`config.mk`:
```
export PLATFORM = sky130hd
export DESIGN_NAME = pusag_front
export DESIGN_NICKNAME = d
export VERILOG_FILES = /design/src/rtl/core/pusag_pkg.sv /design/src/rtl/core/pusag_front.sv
export SDC_FILE = /design/constraint.sdc
export NUM_CORES = 1
export LEC_CHECK = 0
export BUFFER_PORTS_ARGS = -buffer_cell sky130_fd_sc_hd__buf_4
export CORE_UTILIZATION = 43
export CTS_CLUSTER_DIAMETER = 40
export DETAILED_ROUTE_END_ITERATION = 8
export PLACE_DENSITY = 0.62
export SETUP_SLACK_MARGIN = 0.02
export SYNTH_ARGS = -nofsm -noshare
export SYNTH_HDL_FRONTEND = slang
export SYNTH_SLANG_ARGS = --single-unit
```
`constraint.sdc`:
```
create_clock -name i_clk -period 2.4 [get_ports i_clk]
set_input_delay 0.48 -clock i_clk [delete_from_list [all_inputs] [get_ports i_clk]]
set_output_delay 0.48 -clock i_clk [all_outputs]
set_load 0.01 [all_outputs]
```
`src/rtl/core/pusag_pkg.sv`:
```
// Shared types, sizes and codes of the shifted-gather address generator.
package pusag_pkg;

    localparam int MAX_DIMS    = 4;
    localparam int SHIFT_DEPTH = 1024;
    localparam int ADDR_BITS   = 32;

    localparam int DIM_W   = 3;
    localparam int AX_W    = 2;
    localparam int EXT_W   = 16;
    localparam int IDX_W   = 10;
    localparam int SHIFT_W = 17;
    localparam int TBL_W   = SHIFT_W + 1;
    localparam int TBL_AW  = $clog2(SHIFT_DEPTH);

    localparam int CFG_AW = 3;
    localparam int CFG_DW = 16;

    localparam int Q_DEPTH = 4;
    localparam int Q_AW    = $clog2(Q_DEPTH);

    localparam int SETTLE_W = 2;
    localparam logic [SETTLE_W-1:0] SETTLE_CYCLES = SETTLE_W'(3);

    localparam logic [EXT_W:0]  DEPTH_LIMIT = (EXT_W + 1)'(SHIFT_DEPTH);
    localparam logic [63:0]     COUNT_LIMIT = 64'(1) << ADDR_BITS;
    localparam logic [TBL_W-1:0] TBL_MISSING = {1'b1, {SHIFT_W{1'b0}}};

    // Register indexes of the configuration port
    localparam logic [CFG_AW-1:0] CFG_NUM_DIMS   = CFG_AW'(0);
    localparam logic [CFG_AW-1:0] CFG_DIM_SIZE_0 = CFG_AW'(1);
    localparam logic [CFG_AW-1:0] CFG_DIM_SIZE_1 = CFG_AW'(2);
    localparam logic [CFG_AW-1:0] CFG_DIM_SIZE_2 = CFG_AW'(3);
    localparam logic [CFG_AW-1:0] CFG_DIM_SIZE_3 = CFG_AW'(4);
    localparam logic [CFG_AW-1:0] CFG_SHIFT_AXIS = CFG_AW'(5);
    localparam logic [CFG_AW-1:0] CFG_UNIT_AXIS  = CFG_AW'(6);

    typedef enum logic {
        KIND_LOAD = 1'b0,
        KIND_STEP = 1'b1
    } t_kind;

    typedef struct packed {
        t_kind              kind;
        logic               restart;
        logic [IDX_W-1:0]   tindex;
        logic [SHIFT_W-1:0] shift;
        logic               missing;
    } t_item;

    typedef struct packed {
        logic [DIM_W-1:0]                  num_dims;
        logic [MAX_DIMS-1:0][EXT_W-1:0]    size;
        logic [AX_W-1:0]                   shift_axis;
        logic [AX_W-1:0]                   unit_axis;
        logic                              bad;
        logic [ADDR_BITS-1:0]              stride_cand;
    } t_cfg;

endpackage

```
`src/rtl/core/pusag_front.sv`:
```
// Input side: accepts and decodes stream items into a short queue.
module pusag_front (
    input  logic             i_clk,
    input  logic             i_rst_n,
    input  logic             i_s_axis_tvalid,
    output logic             o_s_axis_tready,
    // restart[0], table_index[10:1], shift_amount[27:11], shift_missing[28], zero pad
    input  logic [31:0]      i_s_axis_tdata,
    // kind[0]
    input  logic             i_s_axis_tuser,
    input  logic             i_hold,
    output logic             o_head_valid,
    output pusag_pkg::t_item o_head,
    input  logic             i_pop
);
    import pusag_pkg::*;

    t_item            r_q [Q_DEPTH];
    logic [Q_AW-1:0]  r_wp;
    logic [Q_AW-1:0]  r_rp;
    logic [Q_AW:0]    r_cnt;

    t_item item;
    logic  push;

    always_comb begin
        item.kind    = t_kind'(i_s_axis_tuser);
        item.restart = i_s_axis_tdata[0];
        item.tindex  = i_s_axis_tdata[10:1];
        item.shift   = i_s_axis_tdata[27:11];
        item.missing = i_s_axis_tdata[28];
    end

    assign o_s_axis_tready = (r_cnt != (Q_AW + 1)'(Q_DEPTH)) && !i_hold;
    assign push            = i_s_axis_tvalid && o_s_axis_tready;

    always_ff @(posedge i_clk) begin
        if (push) r_q[r_wp] <= item;
    end

    always_ff @(posedge i_clk) begin
        if (!i_rst_n) begin
            r_wp  <= '0;
            r_rp  <= '0;
            r_cnt <= '0;
        end else begin
            if (push) r_wp <= r_wp + Q_AW'(1);
            if (i_pop) r_rp <= r_rp + Q_AW'(1);
            if (push && !i_pop) r_cnt <= r_cnt + (Q_AW + 1)'(1);
            else if (!push && i_pop) r_cnt <= r_cnt - (Q_AW + 1)'(1);
        end
    end

    assign o_head_valid = (r_cnt != '0);
    assign o_head       = r_q[r_rp];

endmodule

```
==> results.txt <==
----------------------------------------------------
[Worst setup path]
  Total buffers and inverters traversed by the critical path ... 2
  CP Max Fanout ... 25
  Critical path class ... reg2out
  Launch point of the worst reg-to-reg path ... r_cnt[0]
  Library cell contributing the largest single delay on the critical path ... dfxtp_1
  Delay of the slowest critical-path stage ... between 0.5 and 0.6 ns
  Category of the worst setup path capture point ... output port
  Worst-path cell chain ... buf_12 -> mux4_2 -> buf_4
  CP Launch Type ... register
  Worst path required time ... 1.92 ns
  Data arrival time at the worst-slack endpoint ... 1.82 ns
  Family of cells with the greatest summed delay on the critical path ... flip-flops

[STA]
  Number of endpoints with negative hold slack in the final report ... 0
  Clock tree skew after final layout ... between 0.005 and 0.006 ns
  Slew headroom ... 75.6%
  Unrepaired setup endpoints after global routing ... no
  Actual slew at the worst max-slew pin ... 0.366 ns
  Final critical path time including I/O delays and setup ... around 2.3 ns
  Share of the clock period used by the worst path after layout ... ~96%
  Final-layout setup total negative slack ... 0 ns
  Max-slew violations ... 0
  Fmax achieved ... 434 MHz
  Final number of setup-violating endpoints ... 0

[Clocking]
  Count of cells resized by post-cts repair ... 0
  Post-CTS setup repair buffer count ... 0
  Hold-fix buffers, CTS ... 0
  Insertion delay of the later-clocked pin in the worst-skew pair ... between 0.5 and 0.6 ns
  Number of buffers on the longest clock path ... 2
  CTS root buffer ... clkbuf_8
  Total number of H-tree levels ... 4
  CTS tree ... done
  Clock tree sinks ... 129
  Clock Pin Slew Worst Setup and Hold Paths ... about 0.060 ns
  Clock buffer count from CTS ... 17

[Die]
  I/O pin cnt ... 70
  Die Area ... between 10000 and 15000 um2
  Die Width ... around 110 um
  Core Box Area ... approximately 11000 um2
  Number of rows in the core area ... 38
  Effective utilization at floorplan ... 44.3%
  Die Ht ... 108 um

[Route]
  DRT Wirelength ... 8210 um
  Detailed-routing iteration count for the pre-antenna-repair pass ... 4
  Vias per std cell ... 5.04
  Initial DRC Count ... about 120
  Routed vias ... 2247
  Routed WL per cell ... 18.4 um
  Number of nets with antenna violations after detailed routing ... 0
  Post-route DRC violation count ... 0

[Global route]
  Antenna violations before repair ... 0
  First-pass GRT wire length ... 12800 um
  Total Routing Usage GR ... 16.0%
  Global-route congestion overflow total ... 0
  Number of global-route vias before repair ... 2419
  Pin count of the biggest net entering global routing ... 31

[Placed design]
  Routability congestion estimate from global placement ... between 0.6 and 0.7
  Number of input and output port buffers inserted ... 66
  Detail Placement HPWL ... slightly above 5000 um
  Instance area after placement ... 5560 um2

[Power and ir drop]
  Switching power ... approximately 1.3 mW
  Sw Ratio ... 22.2%
  Clk network pwr share ... 45.3%
  Comb pwr share ... about a tenth
  Cell Pwr Density ... between 900 and 1000 nW/um2
  Share of power burned in registers ... 45.0%
  Cell-internal power ... about 4.5 mW
  Maximum VDD drop ... 460 uV
  Static leakage ... between 2 and 2.5 nW

[Finish]
  Fin nets ... 337
  Diodes inserted ... 0
  Synthesis-to-finish area growth ... 28.7%
  Layout Cell Area excl Fill ... between 6000 and 7000 um2
  Most common cell after layout, fill and taps aside ... edfxtp_1
  Most frequent cells in the layout ... edfxtp_1, buf_4, mux4_2
  Number of fill cells in the layout ... 836
  Share of cells above drive strength 1 ... 47.1%

[Synthesis]
  Post-synthesis cell type count ... 22
  Per-instance average area after synthesis ... 23.4 um2
  Synth Cell Area ... 4800 um2
  Post-synthesis cell count ... 205
  Warning count from the yosys run ... 0
  Syn_nets ... 249
  #FFs+latches synth ... 129
  Register area share after synthesis ... 78.9%

[Run]
  Max-cap viol count ... 0

[Min path]
  Type of the most critical hold path ... in2reg
  Min-Delay Startpoint ... i_s_axis_tdata[2]

[Status]
  Status ... completed

----------------------------------------------------
[worst register-to-register path, cell delays in order (launching register included)]
cell and delay (ns):
dfxtp_1 0.41, nor2_1 0.09, a21oi_2 0.16, ha_1 0.20, inv_1 0.06, fa_1 0.38
xor2_1 0.17, or3_1 0.29, a21boi_0 0.16
[worst paths after layout]
path                     end  slack [ns]  depth (start not counted)
setup / recovery   o_head[8]         0.1                          3
hold / removal    r_q[0][19]        0.17                          1
setup reg to reg    r_cnt[2]        0.41                          8
hold reg to reg      r_wp[0]        0.50                          2
[per-layer routing]
layer	global-route usage, %	vias to the layer above	share of wire [%]
li1	-	1018	-
met1	20.1	1152	42
met2	25.2	64	51
met3	5.08	13	6.1
met4	7.34	0	1.4
met5	0	-	0
[power groups by stage]
stage                     sequential (mW)  combinational, mW  clock [mW]
final                                2.58              0.552        2.60
after detailed placement             2.63              0.566           0
after global placement               2.63              0.559           0
after CTS                            2.58              0.569        2.65
after global routing                 2.59              0.604        2.74
after floorplan                      2.62              0.304           0
[cells in the mapped netlist]
cell | number | area (um2)
edfxtp_1 | 120 | 3600
mux4_2 | 30 | 676
dfxtp_1 | 9 | 180
and2_1 | 8 | 50.1
ha_1 | 5 | 62.6
nand2_1 | 5 | 18.8
inv_1 | 4 | 15.0
buf_2 | 3 | 15.0
buf_6 | 3 | 33.8
mux2i_1 | 3 | 30.0
or3_1 | 2 | 12.5
xnor2_1 | 2 | 17.5
xor2_1 | 2 | 17.5
a21boi_0 | 1 | 7.51
a21oi_1 | 1 | 5.00
a21oi_2 | 1 | 8.76
clkbuf_1 | 1 | 3.75
fa_1 | 1 | 20.0
nand2b_1 | 1 | 6.26
nor2_1 | 1 | 3.75
nor2b_1 | 1 | 6.26
o21ai_0 | 1 | 5.00
[flip-flops by register name, summed over array words and instances (netlist names), named ones only]
signal and flops:
r_cnt 3, r_q 120, r_wp 2, r_rp 2
[cell type report]
class	instances	area, um2	share of cell area, %
multi-input combinational	65	952	15.4
clock inverter	15	199	3.22
inverter	4	15.0	0.243
clock buffer	17	414	6.71
timing repair buffer	76	633	10.3
tap	140	175	2.84
sequential	129	3780	61.3
[cell families (layout without fill, tap and decap cells)]
logic type      after synthesis  in the layout  share of synthesized area, %
mux                          33             33                          14.7
buf+inv                      11            112                          1.41
compound gates                4              4                         0.547
xor+xnor                      4              4                         0.730
flops                       129            129                          78.9
fa+ha+maj                     6              6                          1.72
simple gates                 18             18                          2.03
[metrics by stage]
stage | instances | hold WS, ns | util, % | setup WS (ns) | total power, mW
after floorplan | 205 | 0.468 | - | 0.260 | 2.92
after global placement | 414 | 0.483 | 51.3 | 0.239 | 3.19
after detailed placement | 414 | 0.504 | 51.3 | 0.171 | 3.20
after CTS | 446 | 0.152 | 56.9 | 0.0565 | 5.80
after global routing | 446 | 0.152 | 56.9 | 0.0268 | 5.94
final | 446 | 0.170 | 56.9 | 0.0972 | 5.74
Note: power is estimated with default switching activity, not from simulation.
